[config.mk]
export PLATFORM = sky130hd
export DESIGN_NAME = sfpt_lane
export DESIGN_NICKNAME = d
export VERILOG_FILES = /design/src/rtl/sfpt_pkg.sv /design/src/rtl/sfpt_lane.sv
export SDC_FILE = /design/constraint.sdc
export NUM_CORES = 2
export LEC_CHECK = 0
export BUFFER_PORTS_ARGS = -buffer_cell sky130_fd_sc_hd__buf_2
export CORE_MARGIN = 4
export CORE_UTILIZATION = 50
export DETAILED_ROUTE_END_ITERATION = 12
export GPL_ROUTABILITY_DRIVEN = 0
export GPL_TIMING_DRIVEN = 1
export PLACE_DENSITY = 0.72
export SETUP_SLACK_MARGIN = 0.02
export SLEW_MARGIN = 20
export SYNTH_ARGS = -nofsm -noshare
export SYNTH_HDL_FRONTEND = slang
export SYNTH_SLANG_ARGS = --single-unit
[constraint.sdc]
create_clock -name i_clk -period 14.9 [get_ports i_clk]
set_input_delay 0.745 -clock i_clk [delete_from_list [all_inputs] [get_ports i_clk]]
set_output_delay 0.745 -clock i_clk [all_outputs]
set_load 0.03 [all_outputs]
[src/rtl/sfpt_pkg.sv]
// shared types and constants of the sign-flip paired t statistic block
`default_nettype none

package sfpt_pkg;

    localparam int MAX_SUBJECTS = 8;
    localparam int DATA_W       = 32;
    localparam int CNT_W        = 4;
    localparam int X_W          = DATA_W + 1;
    localparam int SQ_W         = 2 * DATA_W - 1;
    localparam int S_W          = X_W + 3;
    localparam int AS_W         = S_W - 1;
    localparam int Q_W          = SQ_W + 3;
    localparam int P_W          = 2 * AS_W;
    localparam int NUM_W        = P_W + 3;
    localparam int QUO_W        = 62;
    localparam int FRAC_SH      = 32;
    localparam int HEAD_SH      = QUO_W - FRAC_SH;
    localparam int BIT_W        = QUO_W + 1;
    localparam int ROOT_STEPS   = QUO_W / 2 + 1;
    localparam int STEP_W       = 5;
    localparam int MERGE_LAT    = 4;
    localparam int PIPE_LAT     = 1 + MERGE_LAT + QUO_W + ROOT_STEPS;

    // saturation bounds and the overflow magnitude, one bit wider than the data
    localparam logic signed [DATA_W:0] SAT_MAX = {2'b00, {(DATA_W-1){1'b1}}};
    localparam logic signed [DATA_W:0] SAT_MIN = {2'b11, {(DATA_W-1){1'b0}}};
    localparam logic [DATA_W:0]        MAG_OVF = {2'b01, {(DATA_W-1){1'b0}}};

    localparam logic CFG_SUBJECT_COUNT = 1'b0;
    localparam logic CFG_TWO_TAILED    = 1'b1;

    typedef struct packed {
        logic signed [DATA_W-1:0] diff_0;
        logic signed [DATA_W-1:0] diff_1;
        logic signed [DATA_W-1:0] diff_2;
        logic signed [DATA_W-1:0] diff_3;
        logic signed [DATA_W-1:0] diff_4;
        logic signed [DATA_W-1:0] diff_5;
        logic signed [DATA_W-1:0] diff_6;
        logic signed [DATA_W-1:0] diff_7;
        logic [MAX_SUBJECTS-1:0]  sign_pattern;
        logic                     apply_signs;
        logic signed [DATA_W-1:0] observed_tail;
    } t_in_req;

    typedef struct packed {
        logic signed [DATA_W-1:0] mean_value;
        logic signed [DATA_W-1:0] t_value;
        logic signed [DATA_W-1:0] tail_stat;
        logic                     reaches_observed;
        logic                     zero_variance;
    } t_out_res;

    typedef struct packed {
        logic                     neg;
        logic                     szero;
        logic                     zvar;
        logic                     ovf;
        logic signed [DATA_W-1:0] obs;
    } t_side;

    typedef struct packed {
        t_side            side;
        logic [P_W-1:0]   d;
        logic [P_W-1:0]   rem;
        logic [QUO_W-1:0] w;
        logic [QUO_W-1:0] mw;
        logic [CNT_W-1:0] mrem;
    } t_div_st;

    typedef struct packed {
        t_side            side;
        logic [AS_W-1:0]  am;
        logic [QUO_W-1:0] v;
        logic [BIT_W-1:0] res;
    } t_sqrt_st;

endpackage

`default_nettype wire

[src/rtl/sfpt_lane.sv]
// one subject lane: sign flip, masking and squaring of a difference
`default_nettype none

module sfpt_lane
    import sfpt_pkg::*;
(
    input  wire logic                     i_clk,
    input  wire logic                     i_en,
    input  wire logic signed [DATA_W-1:0] i_diff,
    input  wire logic                     i_neg,
    input  wire logic                     i_use,
    output logic signed [X_W-1:0]         o_x,
    output logic [SQ_W-1:0]               o_sq
);

    logic signed [X_W-1:0] r_x;
    logic signed [X_W-1:0] n_x;
    logic [SQ_W-1:0]       r_sq;
    logic [SQ_W-1:0]       n_sq;
    logic signed [X_W-1:0] w_ext;
    logic signed [X_W-1:0] w_abs;
    logic [DATA_W-1:0]     w_mag;
    logic [2*DATA_W-1:0]   w_prod;

    always_comb begin
        w_ext  = X_W'(i_diff);
        w_abs  = i_diff[DATA_W-1] ? -w_ext : w_ext;
        w_mag  = w_abs[DATA_W-1:0];
        w_prod = w_mag * w_mag;
        if (!i_use) begin
            n_x  = '0;
            n_sq = '0;
        end else begin
            n_x  = i_neg ? -w_ext : w_ext;
            n_sq = SQ_W'(w_prod);
        end
    end

    always_ff @(posedge i_clk) begin
        if (i_en) begin
            r_x  <= n_x;
            r_sq <= n_sq;
        end
    end

    assign o_x  = r_x;
    assign o_sq = r_sq;

endmodule

`default_nettype wire

### After elaboration in Yosys (flattened, before gate mapping)

Index checks and enable logic that the tools add are counted.

* multipliers: 1
* muxes and demuxes: 2
* $add $sub $neg: 1

Operator list (number)
* 32-bit by 32-bit multiplier with 63-bit output: 1
* 33-bit 2-to-1 mux: 1
* 32-bit negator with 33-bit output: 1
* 32-bit 2-to-1 mux: 1

* register bits after elaboration: 96
* logic and storage cells: 6
* input bits: 36
* output and inout port bits: 96

### Longest topological paths before layout

* depth in word-level cells: 3
* depth in mapped cells: 41
* mapped depth without buffers: 37

### Worst setup path after synthesis

OpenSTA, ideal clock, no wires.

* kind: input to register
* start point: input i_diff[0]
* end point: register r_sq[60] (netlist: o_sq[60]) (data pin)
* arrival: 10507 ps
* setup time: 265 ps
* cell stages on the path: 36
* required time: 14635 ps
* path buffers: 4
* path slack: 4128 ps
* cell sequence: inv_1 -> clkbuf_1 -> clkbuf_1 -> ha_1 -> or3b_2 -> nor3_1 -> nand3_1 -> or3_1 -> nor3_1 -> nor2_1 -> xor2_1 -> clkbuf_1 -> nand2_1 -> fa_1 -> inv_1 -> fa_1 -> inv_1 -> fa_1 -> fa_1 -> inv_1 -> fa_1 -> inv_1 -> fa_1 -> inv_1 -> fa_1 -> fa_1 -> ha_1 -> clkbuf_1 -> nand4_1 -> or3_1 -> o311ai_1 -> a311o_1 -> o221ai_1 -> o41a_1 -> o31ai_1 -> mux2i_1

* longest elaborated chain between the ends: 3

Ends and longest elaborated chain
* start, declared: RTL line sfpt_lane.sv:9 `input wire logic signed [DATA_W-1:0] i_diff,`
* 32-bit negator with 33-bit output
* 32-bit 2-to-1 mux (*): RTL line sfpt_lane.sv:27 `w_abs = i_diff[DATA_W-1] ? -w_ext : w_ext;`
* 32-bit by 32-bit multiplier with 63-bit output (*): RTL line sfpt_lane.sv:29 `w_prod = w_mag * w_mag;`
* end signal, assigned: RTL line sfpt_lane.sv:42 `r_sq <= n_sq;`
* end, declared: RTL line sfpt_lane.sv:18 `logic [SQ_W-1:0] r_sq;`

Mark *: on every way between the ends. The rest lies on a longest branch, timed or not.
A chain may end at the register's enable or synchronous reset.

### Worst setup path in the final report

Ends and elaborated chain as after synthesis.

==> impl_metrics.json <==
{
  "status": "finished clean",
  "vias_per_cell": 5.46,
  "critPathMostFrequentCell": "fa_1",
  "criticalPathCategory": "input pin to flop",
  "cp_slowest_cell": "inv_1",
  "cpPeakStageDelay_ns": 0.66,
  "grt_max_degree": 63,
  "chipHeight_um": 265,
  "tightest_slew_ns": 1.15,
  "synth_area_per_cell_um2": 9.36,
  "drive_above_1_share_pct": 6.91,
  "fin_crit_ns": 11.65,
  "dp_slack_ns": 2.98,
  "clkSinkCount": 94,
  "floorplan.die.width_um": 265,
  "fillers": 5827,
  "drc": 0,
  "antenna_found_initial": 2,
  "cts_resized": 0,
  "slew_viol_final": 0,
  "tns_ns": 0,
  "drv_cap": 0,
  "initial_core_util_pct": 50.8,
  "fin_nets": 4708,
  "arrival_ns": 11.86,
  "cts_tree": "built",
  "drtPass1Iterations": 6,
  "dp_cells": 4443,
  "max_freq_mhz": 85.8,
  "cp-end-kind": "flop",
  "finalCritPeriodShare_pct": 78.2,
  "overflow": 0,
  "io_buffers": 130,
  "final_util_pct": 54.2,
  "cts_root_buf": "clkbuf_16",
  "track_usage_pct": 27.7,
  "yosysUniqueCellTypes": 73,
  "syn_to_final_growth_pct": 6.57,
  "grt_pass1_vias": 26200,
  "relSlewSlack_pct": 22.4,
  "ys_ff_latch": 94,
  "cpLargestDelayFamily": "adder cells",
  "yosys_warnings": 0,
  "rsz0062_at_grt": "no",
  "hold_violations": 0,
  "core-area_um2": 64900,
  "syn-num-nets": 4636,
  "htree_num_levels": 3,
  "synth_edf_count": 94,
  "layout_common_cells": "inv_1, fa_1, nor2_1, nand2_1, ha_1",
  "min_path_type": "input pin to flop",
  "postRouteAntennaNets": 0,
  "io_pins": 132,
  "numCtsBuffers": 9,
  "post_cts_buffers": 0,
  "synth_seq_area_share_pct": 8.55,
  "synth_area_um2": 33000,
  "crit_buf_inv": 9,
  "grt_first_pass_wirelength_um": 149000,
  "clock_path_buffers": 2,
  "synthArstFlopShare_pct": 0,
  "finalNonFillerCells": 4459,
  "cts_hold_buf": 0,
  "wl_per_cell_um": 21.2,
  "clkTransAtPathRegs_ns": 0.07,
  "synth_flop_cell": "edfxtp_1",
  "worst_slack_ns": 3.25,
  "num_rows": 93,
  "dp_hpwl_um": 75200,
  "cp.required_ns": 15.11,
  "start_kind": "input pin",
  "vias": 24300,
  "totalWireLength_um": 94700,
  "setup_viol": 0,
  "critPathMaxFanout": 14,
  "dieArea_um2": 70200,
  "n_antenna_cell": 0,
  "netlist_instances": 3527,
  "first_iter_violations": 2091,
  "layout_commonest_cell": "inv_1"
}
[routing by layer]
metal	track usage (%)	share of wire (%)	vias up	routed length, um
met2	46.4	48	1190	45800
met1	34.8	36	12300	34500
met5	0	0.032	-	30
met3	6.27	9.5	328	8990
li1	-	-	10600	-
met4	11.6	5.7	4	5380
[sequential cells by signal, indices dropped and copies added (netlist names)]
signal / cells
o_sq: 61
o_x: 33
[synthesized netlist by cell type (9+ instances only)]
cell type	count	area share, %
clkbuf_1	115	1.3
nand2_1	334	3.8
nand3_1	10	0.15
o21bai_1	18	0.41
edfxtp_1	94	8.5
a21oi_1	87	1.3
nand2b_1	10	0.19
a211oi_1	10	0.23
nor3_1	29	0.44
nor2_1	337	3.8
nand4_1	18	0.34
xor2_1	75	2.0
ha_1	275	10
and2_1	32	0.61
inv_1	972	11
a31oi_1	9	0.17
o31ai_1	11	0.25
xnor2_1	62	1.6
a21o_1	43	0.98
o21ai_0	58	0.88
fa_1	798	48
or3_1	11	0.21
[final timing paths]
| path | startpoint | end | slack, ns | cells past startpoint |
|---|---|---|---|---|
| setup / recovery | i_diff[0] | o_sq[60]$_SDFFCE_PN0P_ | 3.25 | 34 |
| hold / removal | i_diff[27] | o_x[27]$_SDFFCE_PN0P_ | 0.75 | 3 |
[area by class of cell]
| type | count | area, um^2 | share of cell area, % |
|---|---|---|---|
| clock buffer | 11 | 233 | 0.661 |
| clock inverter | 5 | 82.6 | 0.235 |
| inverter | 979 | 3680 | 10.5 |
| multi-input combinational | 2327 | 26200 | 74.5 |
| sequential | 94 | 2820 | 8.02 |
| tap | 855 | 1070 | 3.04 |
| timing repair buffer | 188 | 1090 | 3.09 |
[cells by family after synthesis]
family / count (synthesis) / synth area share, %
multiplexers: 5 / 0.155
AND/OR/NAND/NOR: 829 / 10.7
other: 1 / 0.0114
AO/OA/AOI/OAI: 281 / 5.36
XOR/XNOR: 138 / 3.72
flip-flops: 94 / 8.55
buffers and inverters: 1106 / 12.7
adder cells (fa/ha/maj): 1073 / 58.8
[metrics by stage]
| stage | hold slack, ns | instance area [um^2] |
|---|---|---|
| 3_3_place_gp | 1.12 | 34900 |
| 4_1_cts | 0.738 | 35200 |
| 2_1_floorplan | 0.857 | 33000 |
| 6_report | 0.748 | 35200 |
| 3_5_place_dp | 1.12 | 34900 |
| 5_1_grt | 0.788 | 35200 |
Power is not shown: default switching activity piles up to over one toggle a cycle in this logic, so the estimate is an artifact.
