--- config.mk ---
export PLATFORM = sky130hd
export DESIGN_NAME = sfpt_div_step
export DESIGN_NICKNAME = d
export VERILOG_FILES = /design/src/rtl/sfpt_pkg.sv /design/src/rtl/sfpt_div_step.sv
export SDC_FILE = /design/constraint.sdc
export NUM_CORES = 1
export LEC_CHECK = 0
export ABC_CLOCK_PERIOD_IN_PS = 3200
export BUFFER_PORTS_ARGS = -buffer_cell sky130_fd_sc_hd__buf_2
export CAP_MARGIN = 15
export CORE_AREA = 2 2 240 242
export DETAILED_ROUTE_END_ITERATION = 10
export DIE_AREA = 0 0 242 244
export PLACE_DENSITY = 0.6
export SLEW_MARGIN = 10
export SYNTH_ARGS = -nofsm -noshare
export SYNTH_HDL_FRONTEND = slang
export SYNTH_SLANG_ARGS = --single-unit
--- constraint.sdc ---
create_clock -name i_clk -period 3.2 [get_ports i_clk]
set_input_delay 0.48 -clock i_clk [delete_from_list [all_inputs] [get_ports i_clk]]
set_output_delay 0.48 -clock i_clk [all_outputs]
set_load 0.02 [all_outputs]
--- src/rtl/sfpt_pkg.sv ---
// shared types and constants of the sign-flip paired t statistic block
`default_nettype none

package sfpt_pkg;

    localparam int MAX_SUBJECTS = 8;
    localparam int DATA_W       = 32;
    localparam int CNT_W        = 4;
    localparam int X_W          = DATA_W + 1;
    localparam int SQ_W         = 2 * DATA_W - 1;
    localparam int S_W          = X_W + 3;
    localparam int AS_W         = S_W - 1;
    localparam int Q_W          = SQ_W + 3;
    localparam int P_W          = 2 * AS_W;
    localparam int NUM_W        = P_W + 3;
    localparam int QUO_W        = 62;
    localparam int FRAC_SH      = 32;
    localparam int HEAD_SH      = QUO_W - FRAC_SH;
    localparam int BIT_W        = QUO_W + 1;
    localparam int ROOT_STEPS   = QUO_W / 2 + 1;
    localparam int STEP_W       = 5;
    localparam int MERGE_LAT    = 4;
    localparam int PIPE_LAT     = 1 + MERGE_LAT + QUO_W + ROOT_STEPS;

    // saturation bounds and the overflow magnitude, one bit wider than the data
    localparam logic signed [DATA_W:0] SAT_MAX = {2'b00, {(DATA_W-1){1'b1}}};
    localparam logic signed [DATA_W:0] SAT_MIN = {2'b11, {(DATA_W-1){1'b0}}};
    localparam logic [DATA_W:0]        MAG_OVF = {2'b01, {(DATA_W-1){1'b0}}};

    localparam logic CFG_SUBJECT_COUNT = 1'b0;
    localparam logic CFG_TWO_TAILED    = 1'b1;

    typedef struct packed {
        logic signed [DATA_W-1:0] diff_0;
        logic signed [DATA_W-1:0] diff_1;
        logic signed [DATA_W-1:0] diff_2;
        logic signed [DATA_W-1:0] diff_3;
        logic signed [DATA_W-1:0] diff_4;
        logic signed [DATA_W-1:0] diff_5;
        logic signed [DATA_W-1:0] diff_6;
        logic signed [DATA_W-1:0] diff_7;
        logic [MAX_SUBJECTS-1:0]  sign_pattern;
        logic                     apply_signs;
        logic signed [DATA_W-1:0] observed_tail;
    } t_in_req;

    typedef struct packed {
        logic signed [DATA_W-1:0] mean_value;
        logic signed [DATA_W-1:0] t_value;
        logic signed [DATA_W-1:0] tail_stat;
        logic                     reaches_observed;
        logic                     zero_variance;
    } t_out_res;

    typedef struct packed {
        logic                     neg;
        logic                     szero;
        logic                     zvar;
        logic                     ovf;
        logic signed [DATA_W-1:0] obs;
    } t_side;

    typedef struct packed {
        t_side            side;
        logic [P_W-1:0]   d;
        logic [P_W-1:0]   rem;
        logic [QUO_W-1:0] w;
        logic [QUO_W-1:0] mw;
        logic [CNT_W-1:0] mrem;
    } t_div_st;

    typedef struct packed {
        t_side            side;
        logic [AS_W-1:0]  am;
        logic [QUO_W-1:0] v;
        logic [BIT_W-1:0] res;
    } t_sqrt_st;

endpackage

`default_nettype wire

--- src/rtl/sfpt_div_step.sv ---
// one restoring division stage for the t quotient and the mean quotient
`default_nettype none

module sfpt_div_step
    import sfpt_pkg::*;
(
    input  wire logic             i_clk,
    input  wire logic             i_en,
    input  wire logic [CNT_W-1:0] i_n,
    input  wire t_div_st          i_st,
    output t_div_st               o_st
);

    t_div_st          r_st;
    t_div_st          n_st;
    logic [P_W:0]     w_rem2;
    logic [P_W:0]     w_sub;
    logic             w_qb;
    logic [CNT_W:0]   w_mrem2;
    logic [CNT_W:0]   w_msub;
    logic             w_mqb;

    always_comb begin
        n_st    = i_st;
        w_rem2  = {i_st.rem, i_st.w[QUO_W-1]};
        w_sub   = w_rem2 - {1'b0, i_st.d};
        w_qb    = (w_rem2 >= {1'b0, i_st.d});
        n_st.rem = w_qb ? w_sub[P_W-1:0] : w_rem2[P_W-1:0];
        n_st.w   = {i_st.w[QUO_W-2:0], w_qb};

        w_mrem2 = {i_st.mrem, i_st.mw[QUO_W-1]};
        w_msub  = w_mrem2 - {1'b0, i_n};
        w_mqb   = (w_mrem2 >= {1'b0, i_n});
        n_st.mrem = w_mqb ? w_msub[CNT_W-1:0] : w_mrem2[CNT_W-1:0];
        n_st.mw   = {i_st.mw[QUO_W-2:0], w_mqb};
    end

    always_ff @(posedge i_clk) begin
        if (i_en) begin
            r_st <= n_st;
        end
    end

    assign o_st = r_st;

endmodule

`default_nettype wire

# After elaboration in Yosys (flattened, before gate mapping)
# Cells that the tools add are included.
[totals] reg_bits=304 in_bits=310 output_inout_bits=304 word_cells=16
[classes] addsub=2 order_cmp=2 mux=2
[ops] operator="71-bit by 70-bit >= comparator with 1-bit output" count=1
[ops] operator="70-bit 2-to-1 mux" count=1
[ops] operator="70-bit subtractor" count=1
[ops] operator="5-bit by 4-bit >= comparator with 1-bit output" count=1
[ops] operator="4-bit 2-to-1 mux" count=1
[ops] operator="4-bit subtractor" count=1

# Depth between registers and ports, before layout
[logic_depth] word_depth=2 mapped_depth=15 ltp_nobuf=13

# Least setup slack after synthesis
# Ideal clock, no wire load.
[synth_path] kind="in2reg" startpoint="input port i_st[127] (netlist name)" endpoint="register r_st (netlist bit o_st[178]), data pin" setup_ns=0.262 arrival_ns=2.919 t_required_ns=2.938 path_slack_ns=0.019 path_stages=13 path_buffers=0 cell_sequence="inv_1 ha_1 inv_1 fa_1 a21o_1 a21oi_1 o221a_2 o211ai_1 a311oi_1 nor4_1 nor2_1 xnor2_1 mux2_1"
[synth_rtl] element="start, declared" line_no="sfpt_div_step.sv:10" text="input wire t_div_st i_st,"
[synth_rtl] element="end signal, assigned" line_no="sfpt_div_step.sv:40" text="r_st <= n_st;"
[synth_rtl] element="end, declared" line_no="sfpt_div_step.sv:14" text="t_div_st r_st;"

==> flow_metrics.py <==
metrics = {
    "route": {
        "drt-initial-drc-count": 756,
        "detailroute.via_count": 13600,
        "ant_nets": 0,
        "route.detailed.drc": 0,
        "totalWireLength_um": 63840,
        "drt_pre_antenna_iters": 8,
        "routed_wire_length_per_instance_um": 21.76,
        "viasPerCell": 4.636,
    },
    "sta": {
        "slew_violations": 0,
        "timing.final.crit_share_pct": 97.07,
        "final.min_clock_period_ps": 3106,
        "max_freq_mhz": 321.9,
        "setup_repair_after_global_routing_missed_its_margin": "false",
        "setup-violations-final": 0,
        "maxSlewHeadroom_pct": 60.03,
        "worst-slew-pin-transition_ps": 599.5,
        "timing.final.hold_violations": 0,
    },
    "finish": {
        "largest_reg_flops": 304,
        "final_net_count": 2533,
        "final-seq-area_um2": 9129,
        "layout-area-overhead-vs-synth_pct": 50.12,
        "postLayoutCellArea_um2": 22510,
        "n_fill_cell": 5609,
        "area_of_the_multi_input_gates_um2": 5304,
        "layout-drive-gt1-share_pct": 47.10,
        "layout_commonest_cell": "buf_2",
        "highest_count_cells_in_the_layout_ignoring_fill_and_taps": "612 x buf_2, 304 x edfxtp_1, 296 x buf_4",
        "finish.utilization_pct": 40.07,
    },
    "run_status": {
        "run_status": "finished clean",
    },
    "setup_path": {
        "crit_path_end_kind": "register",
        "path_buf_inv": 4,
        "worst-endpoint-arrival_ps": 3400,
        "timing.setup.critical_path_class": "input port to register",
        "start_kind": "input port",
        "timing.critical_path.cells": "buf_2 -> inv_1 -> ha_1 -> and2_1 -> nand4_1 -> or3_1 -> or4_4 -> o211ai_2 -> a211oi_4 -> buf_4 -> buf_4 -> a2111oi_2 -> a211oi_1",
        "critPathSlowestCell": "or4_4",
        "longest_individual_stage_delay_on_the_worst_path_ps": 560,
        "crit_family": "simple AND/OR/NAND/NOR gates",
        "crit_required_ps": 3490,
        "critical_path_peak_fanout": 8,
        "critPathMostFrequentCell": "buf_4",
    },
    "hold_path": {
        "hold_path_class": "input port to register",
    },
    "die": {
        "fp.coreArea_um2": 56170,
        "die-area_um2": 59050,
        "placement_rows": 87,
        "die_x_um": 242,
        "floorplan.io_pins": 614,
        "initial_core_util_pct": 26.70,
        "die_h_um": 244,
    },
    "clock_tree": {
        "cts_hold_buf": 0,
        "clock_path_buffers": 3,
        "tritoncts_clock_tree": "done",
        "clock-sinks": 304,
        "h-tree-depth": 2,
        "path_clk_slew_ps": 60,
        "numCtsBuffers": 39,
        "ctsRootBufferMaster": "clkbuf_16",
    },
    "synth": {
        "netlist_top_cells_area": "edfxtp_1 61%, ha_1 6.2%, a21oi_1 4.3%",
        "yosys_warnings": 0,
        "synth_enable_flop_cells": 304,
        "summed_instance_area_of_the_synthesized_netlist_um2": 14990,
        "synthCells": 1241,
        "synth_seq_area_share_pct": 60.88,
        "synth_async_sr_flop_share_pct": 0,
        "avgSynthCellArea_um2": 12.08,
        "synth_top_area_share_pct": 60.88,
        "synth_seq_cells": 304,
        "post_synth_num_cell_types": 71,
        "synth_top_cell_by_area": "edfxtp_1",
        "synth_fp_nets": 1627,
        "yosys_most_used_dff": "edfxtp_1",
    },
    "flow_run": {
        "cap_violations": 0,
    },
    "global_routing": {
        "pin_count_of_the_biggest_net_entering_global_routing": 70,
        "grt_first_pass_wirelength_um": 91110,
        "gr-total-overflow": 0,
        "grt_antenna_before_repair": 18,
        "gr-usage-met1_pct": 24.35,
        "grt_use_total_pct": 20.85,
        "met2_usage_pct": 38.17,
        "grt_pass1_vias": 13800,
        "global_route.usage.met3_pct": 5.037,
        "peak_usage_layer_in_the_global_routing_report": "met2",
    },
    "power": {
        "total_leakage_power_uw": 0.01021,
        "max-vdd-ir-drop_uv": 424.4,
        "powerDensity_nw_per_um2": 558.4,
        "design_power_total_uw": 12570,
    },
    "placed_design": {
        "detailed_place_hpwl_um": 52340,
        "placedInstanceArea_um2": 21120,
        "gp_routability_congestion": 0.9443,
        "io_buffers": 613,
    },
}
[worst paths after layout]
path	depth (start not counted)	slack, ps	end	from
worst min-delay path	1	90	o_st[58]	i_st[57]
worst max-delay path	13	90	o_st[187]	i_st[207]
[routing by layer]
layer / vias to the layer above / wire length, µm
li1: 6420 / -
met1: 6614 / 24890
met2: 457 / 33010
met3: 97 / 4393
met4: 14 / 1456
met5: - / 90
[stage by stage]
step	instances	TNS, ps	hold slack (ps)	worst slack [ps]
after global routing	2933	0	60.92	7.569
after floorplan	1241	0	578.9	19.09
after CTS	2931	0	49.11	24.17
final	2934	0	87.21	93.86
after global placement	2861	-31110	657.9	-674.4
after detailed placement	2861	-36040	658.1	-760.2
[cell type report]
type                       count  share of cell area, %
sequential                   304                  40.56
clock inverter                25                  1.340
inverter                      97                  1.623
antenna                        2                0.02223
clock buffer                  45                  4.436
multi-input combinational    788                  23.56
timing repair buffer         917                  24.26
tap                          756                  4.202
[synth_stat cells, types with 25 or more instances]
cell type  instances
nand2_1           89
inv_1             96
nand4_1           29
xor2_1            25
buf_2             25
nor2_1           110
a21o_1            35
ha_1              74
xnor2_1           31
edfxtp_1         304
o21ai_0           49
a21oi_1          129
[logic make-up after synthesis]
logic type,count (synthesis),synth area share (%)
AO/OA/AOI/OAI,329,14.49
AND/OR/NAND/NOR,324,10.40
buffers and inverters,149,4.297
flip-flops,304,60.88
multiplexers,3,0.2253
XOR/XNOR,56,3.271
adder cells (fa/ha/maj),76,6.442
[where the power goes]
| part | internal (µW) | switching [µW] | total [µW] |
|---|---|---|---|
| clock | 2730 | 1790 | 4520 |
| sequential | 4860 | 114 | 4970 |
| combinational | 1240 | 1840 | 3080 |
| total | 8830 | 3740 | 12600 |
[timing repair]
| action | 4_1_cts | 5_1_grt |
|---|---|---|
| pin swaps | 0 | 10 |
| endpoints found under the setup margin | 12 | 39 |
| resized for setup | 1 | 17 |
| buffers inserted | 0 | 1 |
No activity file was read; power rests on OpenSTA's default activity.
