**config.mk**
```make
export PLATFORM = sky130hd
export DESIGN_NAME = sfpt_sqrt_step
export DESIGN_NICKNAME = d
export VERILOG_FILES = /design/src/rtl/sfpt_pkg.sv /design/src/rtl/sfpt_sqrt_step.sv
export SDC_FILE = /design/constraint.sdc
export NUM_CORES = 1
export LEC_CHECK = 0
export BUFFER_PORTS_ARGS = -buffer_cell sky130_fd_sc_hd__buf_2
export CORE_MARGIN = 5
export CORE_UTILIZATION = 45
export CTS_CLUSTER_DIAMETER = 30
export CTS_CLUSTER_SIZE = 24
export DETAILED_ROUTE_END_ITERATION = 10
export GPL_ROUTABILITY_DRIVEN = 0
export PLACE_DENSITY = 0.76
export SYNTH_ARGS = -nofsm -noshare
export SYNTH_HDL_FRONTEND = slang
export SYNTH_SLANG_ARGS = --single-unit
```
**constraint.sdc**
```tcl
create_clock -name i_clk -period 7.3 [get_ports i_clk]
set_input_delay 0.365 -clock i_clk [delete_from_list [all_inputs] [get_ports i_clk]]
set_output_delay 0.365 -clock i_clk [all_outputs]
set_load 0.05 [all_outputs]
```
**src/rtl/sfpt_pkg.sv**
```systemverilog
// shared types and constants of the sign-flip paired t statistic block
`default_nettype none

package sfpt_pkg;

    localparam int MAX_SUBJECTS = 8;
    localparam int DATA_W       = 32;
    localparam int CNT_W        = 4;
    localparam int X_W          = DATA_W + 1;
    localparam int SQ_W         = 2 * DATA_W - 1;
    localparam int S_W          = X_W + 3;
    localparam int AS_W         = S_W - 1;
    localparam int Q_W          = SQ_W + 3;
    localparam int P_W          = 2 * AS_W;
    localparam int NUM_W        = P_W + 3;
    localparam int QUO_W        = 62;
    localparam int FRAC_SH      = 32;
    localparam int HEAD_SH      = QUO_W - FRAC_SH;
    localparam int BIT_W        = QUO_W + 1;
    localparam int ROOT_STEPS   = QUO_W / 2 + 1;
    localparam int STEP_W       = 5;
    localparam int MERGE_LAT    = 4;
    localparam int PIPE_LAT     = 1 + MERGE_LAT + QUO_W + ROOT_STEPS;

    // saturation bounds and the overflow magnitude, one bit wider than the data
    localparam logic signed [DATA_W:0] SAT_MAX = {2'b00, {(DATA_W-1){1'b1}}};
    localparam logic signed [DATA_W:0] SAT_MIN = {2'b11, {(DATA_W-1){1'b0}}};
    localparam logic [DATA_W:0]        MAG_OVF = {2'b01, {(DATA_W-1){1'b0}}};

    localparam logic CFG_SUBJECT_COUNT = 1'b0;
    localparam logic CFG_TWO_TAILED    = 1'b1;

    typedef struct packed {
        logic signed [DATA_W-1:0] diff_0;
        logic signed [DATA_W-1:0] diff_1;
        logic signed [DATA_W-1:0] diff_2;
        logic signed [DATA_W-1:0] diff_3;
        logic signed [DATA_W-1:0] diff_4;
        logic signed [DATA_W-1:0] diff_5;
        logic signed [DATA_W-1:0] diff_6;
        logic signed [DATA_W-1:0] diff_7;
        logic [MAX_SUBJECTS-1:0]  sign_pattern;
        logic                     apply_signs;
        logic signed [DATA_W-1:0] observed_tail;
    } t_in_req;

    typedef struct packed {
        logic signed [DATA_W-1:0] mean_value;
        logic signed [DATA_W-1:0] t_value;
        logic signed [DATA_W-1:0] tail_stat;
        logic                     reaches_observed;
        logic                     zero_variance;
    } t_out_res;

    typedef struct packed {
        logic                     neg;
        logic                     szero;
        logic                     zvar;
        logic                     ovf;
        logic signed [DATA_W-1:0] obs;
    } t_side;

    typedef struct packed {
        t_side            side;
        logic [P_W-1:0]   d;
        logic [P_W-1:0]   rem;
        logic [QUO_W-1:0] w;
        logic [QUO_W-1:0] mw;
        logic [CNT_W-1:0] mrem;
    } t_div_st;

    typedef struct packed {
        t_side            side;
        logic [AS_W-1:0]  am;
        logic [QUO_W-1:0] v;
        logic [BIT_W-1:0] res;
    } t_sqrt_st;

endpackage

`default_nettype wire

```
**src/rtl/sfpt_sqrt_step.sv**
```systemverilog
// one stage of the digit-by-digit integer square root
`default_nettype none

module sfpt_sqrt_step
    import sfpt_pkg::*;
(
    input  wire logic              i_clk,
    input  wire logic              i_en,
    input  wire logic [STEP_W-1:0] i_step,
    input  wire t_sqrt_st          i_st,
    output t_sqrt_st               o_st
);

    t_sqrt_st           r_st;
    t_sqrt_st           n_st;
    logic [STEP_W:0]    w_sh;
    logic [BIT_W-1:0]   w_bit;
    logic [BIT_W:0]     w_trial;
    logic [BIT_W:0]     w_left;

    always_comb begin
        n_st    = i_st;
        w_sh    = {STEP_W'(ROOT_STEPS - 1) - i_step, 1'b0};
        w_bit   = BIT_W'(1) << w_sh;
        w_trial = {1'b0, i_st.res} + {1'b0, w_bit};
        w_left  = (BIT_W + 1)'(i_st.v) - w_trial;
        if ((BIT_W + 1)'(i_st.v) >= w_trial) begin
            n_st.v   = w_left[QUO_W-1:0];
            n_st.res = (i_st.res >> 1) + w_bit;
        end else begin
            n_st.res = i_st.res >> 1;
        end
    end

    always_ff @(posedge i_clk) begin
        if (i_en) begin
            r_st <= n_st;
        end
    end

    assign o_st = r_st;

endmodule

`default_nettype wire

```
Yosys cells after proc, flatten, opt, wreduce, memory -nomap -nowiden
Cells that the tools add are included.
{"block": "word_totals", "wordCells": 17, "ff_bits": 196, "output_inout_bits": 196}
{"block": "op_classes", "shift": 1, "n_lt_le_gt_ge": 1, "addsub": 4, "mux": 2}
{"operator": "62-bit 2-to-1 mux", "count": 2}
{"operator": "63-bit by 63-bit adder with 64-bit output", "count": 1}
{"operator": "62-bit by 64-bit >= comparator with 1-bit output", "count": 1}
{"operator": "62-bit by 63-bit adder with 63-bit output", "count": 1}
{"operator": "1-bit by 6-bit left shift with 63-bit output, first input constant", "count": 1}
{"operator": "62-bit subtractor", "count": 1}
{"operator": "5-bit subtractor, first input constant", "count": 1}

Longest topological paths before layout
{"block": "depth", "word_depth": 5, "depth_mapped": 29}

Worst setup path after synthesis
Ideal clock, no wire load.
{"block": "synth_path", "kind": "in2reg", "from": "input port i_step[1]", "to": "register r_st, in the netlist o_st[0] (data pin)", "arrival_time_ps": 5727, "required_ps": 7040, "setup_slack_ps": 1313, "path_stages": 24, "n_path_buf": 3, "path_cell_list": "buf_2 or3b_2 nor2_1 ha_1 and4_1 a21oi_1 a31oi_1 o31ai_1 o31ai_1 a21boi_0 xor2_1 ha_1 clkbuf_1 nand4_1 nor3_1 nand2_1 nor4_1 and3_1 o21ai_0 a221oi_1 o21ai_1 nor2_2 buf_6 mux2_4"}
{"element": "start, declared", "line_no": "sfpt_sqrt_step.sv:9", "text": "input wire logic [STEP_W-1:0] i_step,"}
{"element": "end signal, assigned", "line_no": "sfpt_sqrt_step.sv:37", "text": "r_st <= n_st;"}
{"element": "end, declared", "line_no": "sfpt_sqrt_step.sv:14", "text": "t_sqrt_st r_st;"}

==> metrics.md <==
| Metric | Value |
|---|---|
| Max VDD drop | 0.176 mV |
| Max FFs per register | 196 |
| Worst Path Buf+Inv | 1 |
| Met2 wire len | 26.3 mm |
| Die Height | 201 microns |
| Crit path max-delay family | compound AO/OA/AOI/OAI gates |
| Mapped cell area | 16,400 sq um |
| Synthesized instance count | 1,729 |
| Final Cell Area | 19,500 sq um |
| Drt wl/cell | 21.9 microns |
| Worst-case clock buffer depth | 2 |
| Syn_nets | 2,056 |
| Metal1 wirelength | 22.6 mm |
| WP data arrival | 6.91 ns |
| Hpwl dp | 45.4 mm |
| Input/output buffers | 398 |
| Ys Warns | 0 |
| Critical-path top delay cell | o31ai_1 |
| # resized after CTS | 0 |
| Top Ports | 399 |
| # rows | 70 |
| CP Capture Type | register |
| CTS tree | yes |
| Layout cells sized above 1 | 0.254 |
| Final antenna-violating net count | 0 |
| Core box area | 36,300 sq um |
| Initial DRC count | 1,653 |
| Pleak | 8.11 nW |
| Nets | 2,424 |
| Initial core utilization | 0.452 |
| Final global-route overflow total | 0 |
| Most used DFF post-synth | edfxtp_1 |
| Area added between synthesis and finish | 18.9% |
| Sequential-to-total area share from yosys stat | 0.358 |
| DIE WIDTH | 201 microns |
| Met3 wire len | 5.30 mm |
| Required time of the critical path | 7.55 ns |
| Vias | 15,900 |
| Vias/cell | 6.14 |
| CP max stage delay | 0.61 ns |
| CP cell instances | buf_2 > or3b_2 > nor2_1 > ha_1 > nand4_1 > nor2_1 > o211ai_1 > a31oi_1 > o31ai_1 > o31ai_1 > a21oi_1 > xor2_1 > ha_1 > and2_1 > and3_1 > a2111oi_0 > nor3_1 > a22oi_1 > nand2_1 > o41ai_1 > o21bai_1 > and4_1 > o41ai_1 |
| Reg clk slew, reported paths | 0.08 ns |
| Critical Path Start | i_step[1] |
| Crit start category | primary input |
| Crit path depth | 23 |
| Fmax achieved | 150 MHz |
| Critical Setup Path Class | in2reg |
| Total placed cells including tap cells | 2,546 |
| Top Metal Used | met5 |
| Tcrit/Tclk final | 0.913 |
| Crit path max fanout | 9 |
| TNS Setup | 0 ns |
| Final setup violation count | 0 |
| Vias in the first global route | 15,200 |
| Post-synth EDFFs | 196 |
| Routed WL | 56.6 mm |
| Post-Layout Cell Count | 2,587 |
| Worst-Margin Slew | 0.952 ns |
| Hold Violations, Final | 0 |
| Yosys cell types | 82 |
| Largest net degree at the start of global routing | 68 |
| RSZ-0062 raised after global routing | false |
| CTS Hold Buffers Added | 0 |
| GRT Util Overall | 0.268 |
| Setup crit end | o_st[124]$_DFFE_PP_ |
| Min Tclk post-route | 6.66 ns |
| Mean area per synthesized cell | 9.50 sq um |
| Area of placed instances | 18,900 sq um |
| Initial antenna violation count | 19 |
| Normalized max-slew margin | 0.365 |
| HP Class | in2reg |
| TritonRoute pass-1 iters | 6 |
| Drt drc | 0 |
| Max-cap violations | 0 |
| FF+latch count, synth | 196 |
| PwrDens | 195 nW/um^2 |
| Inserted Clock Buffers | 17 |
| First-pass GRT wire length | 86.2 mm |
| Hold Crit Start | i_st[179] |
| Async SR Flop Fraction | 0 |
| Total clock sinks | 196 |
| Postcts setup bufs | 0 |
| Fin. max-slew vios | 0 |
| Die area | 40,400 sq um |
| Status | finished, final reports clean |
| H-Tree Depth | 4 |
| CTS root buf | clkbuf_16 |
-- logic make-up (layout without fill, tap and decap cells) --
family          after synthesis  after routing  synth area share
compound gates              554            554             0.217
xor+xnor                    169            169            0.0906
fa+ha+maj                   128            128            0.0974
buf+inv                     104            485            0.0274
flops                       196            196             0.358
mux                          58             58            0.0511
other cells                   0              9                 0
simple gates                520            520             0.158
-- metrics by stage --
| stage | hold WS (ns) | power, mW | setup slack [ns] | utilization |
|---|---|---|---|---|
| after detailed placement | 0.543 | 2.78 | 0.399 | 0.519 |
| after global placement | 0.541 | 2.77 | 0.490 | 0.519 |
| final | 0.0772 | 3.81 | 0.638 | 0.537 |
| after CTS | 0.0567 | 3.82 | 0.862 | 0.537 |
| after global routing | 0.0595 | 3.97 | 0.147 | 0.537 |
| after floorplan | 0.464 | 2.39 | 1.31 | - |
-- worst min path at each step --
stage | to | slack, ns | cells after the start
5_1_grt | o_st[127]$_DFFE_PP_ | 0.06 | 1
3_3_place_gp | o_st[146]$_DFFE_PP_ | 0.54 | 1
4_1_cts | o_st[195]$_DFFE_PP_ | 0.06 | 1
6_report | o_st[179]$_DFFE_PP_ | 0.08 | 1
3_5_place_dp | o_st[179]$_DFFE_PP_ | 0.54 | 1
2_1_floorplan | o_st[125]$_DFFE_PP_ | 0.46 | 0
-- final cells by class --
type | count | area [sq um]
fill | 3190 | 16800
multi-input combinational | 1429 | 10100
sequential | 196 | 5890
timing repair buffer | 418 | 2160
tap | 468 | 586
clock buffer | 19 | 433
clock inverter | 13 | 196
inverter | 35 | 131
antenna | 9 | 22.5
-- cell usage in the layout (no fill, tap or decap), types with 17 or more instances in the layout --
cell	netlist	layout
nor2b_1	20	20
and2_1	17	17
xnor2_1	84	84
nand3_1	41	41
clkbuf_16	0	17
mux2_4	50	50
a31oi_1	49	49
a21oi_1	112	112
nand4_1	36	36
o21a_1	21	21
o21bai_1	22	22
o21ai_0	152	152
o31ai_1	20	20
nor2_1	126	126
ha_1	123	123
a211oi_1	19	19
xor2_1	84	84
buf_4	1	19
a21o_1	40	40
buf_2	9	397
edfxtp_1	196	196
nor3_1	42	42
inv_1	35	35
nand2_1	136	136
and3_1	30	30
-- Yosys cell counts (all sizes together), types with 7 or more instances --
cell type	count	area, sq um
edfxtp	196	5890
o21ai	156	785
nand2	136	510
nor2	127	479
ha	123	1540
a21oi	113	569
xor2	85	752
xnor2	84	736
mux2	56	818
clkbuf	51	191
a31oi	49	307
nor3	43	220
nand3	41	205
a21o	40	300
nand4	36	225
inv	35	131
and3	30	188
o21bai	22	165
o21a	21	158
a211oi	20	155
nor2b	20	125
o31ai	20	150
and2	19	119
buf	18	128
a31o	15	131
nand2b	15	93.8
a21boi	14	105
o211ai	14	105
or3	13	81.3
and4	9	78.8
a311oi	7	61.3
nor4	7	43.8
o41ai	7	80.1
-- metal layers --
layer  global-route usage  up-vias
met3               0.0541      174
met4                0.118       10
li1                     -     7314
met5                    0        -
met1                0.343     7399
met2                0.440      976
-- power breakdown --
group	internal, mW	total (mW)	switching (mW)
Sequential	1.37	1.41	0.0366
Clock	0.554	1.03	0.472
Combinational	0.423	1.37	0.952
Note: power is estimated with default switching activity, not from simulation.
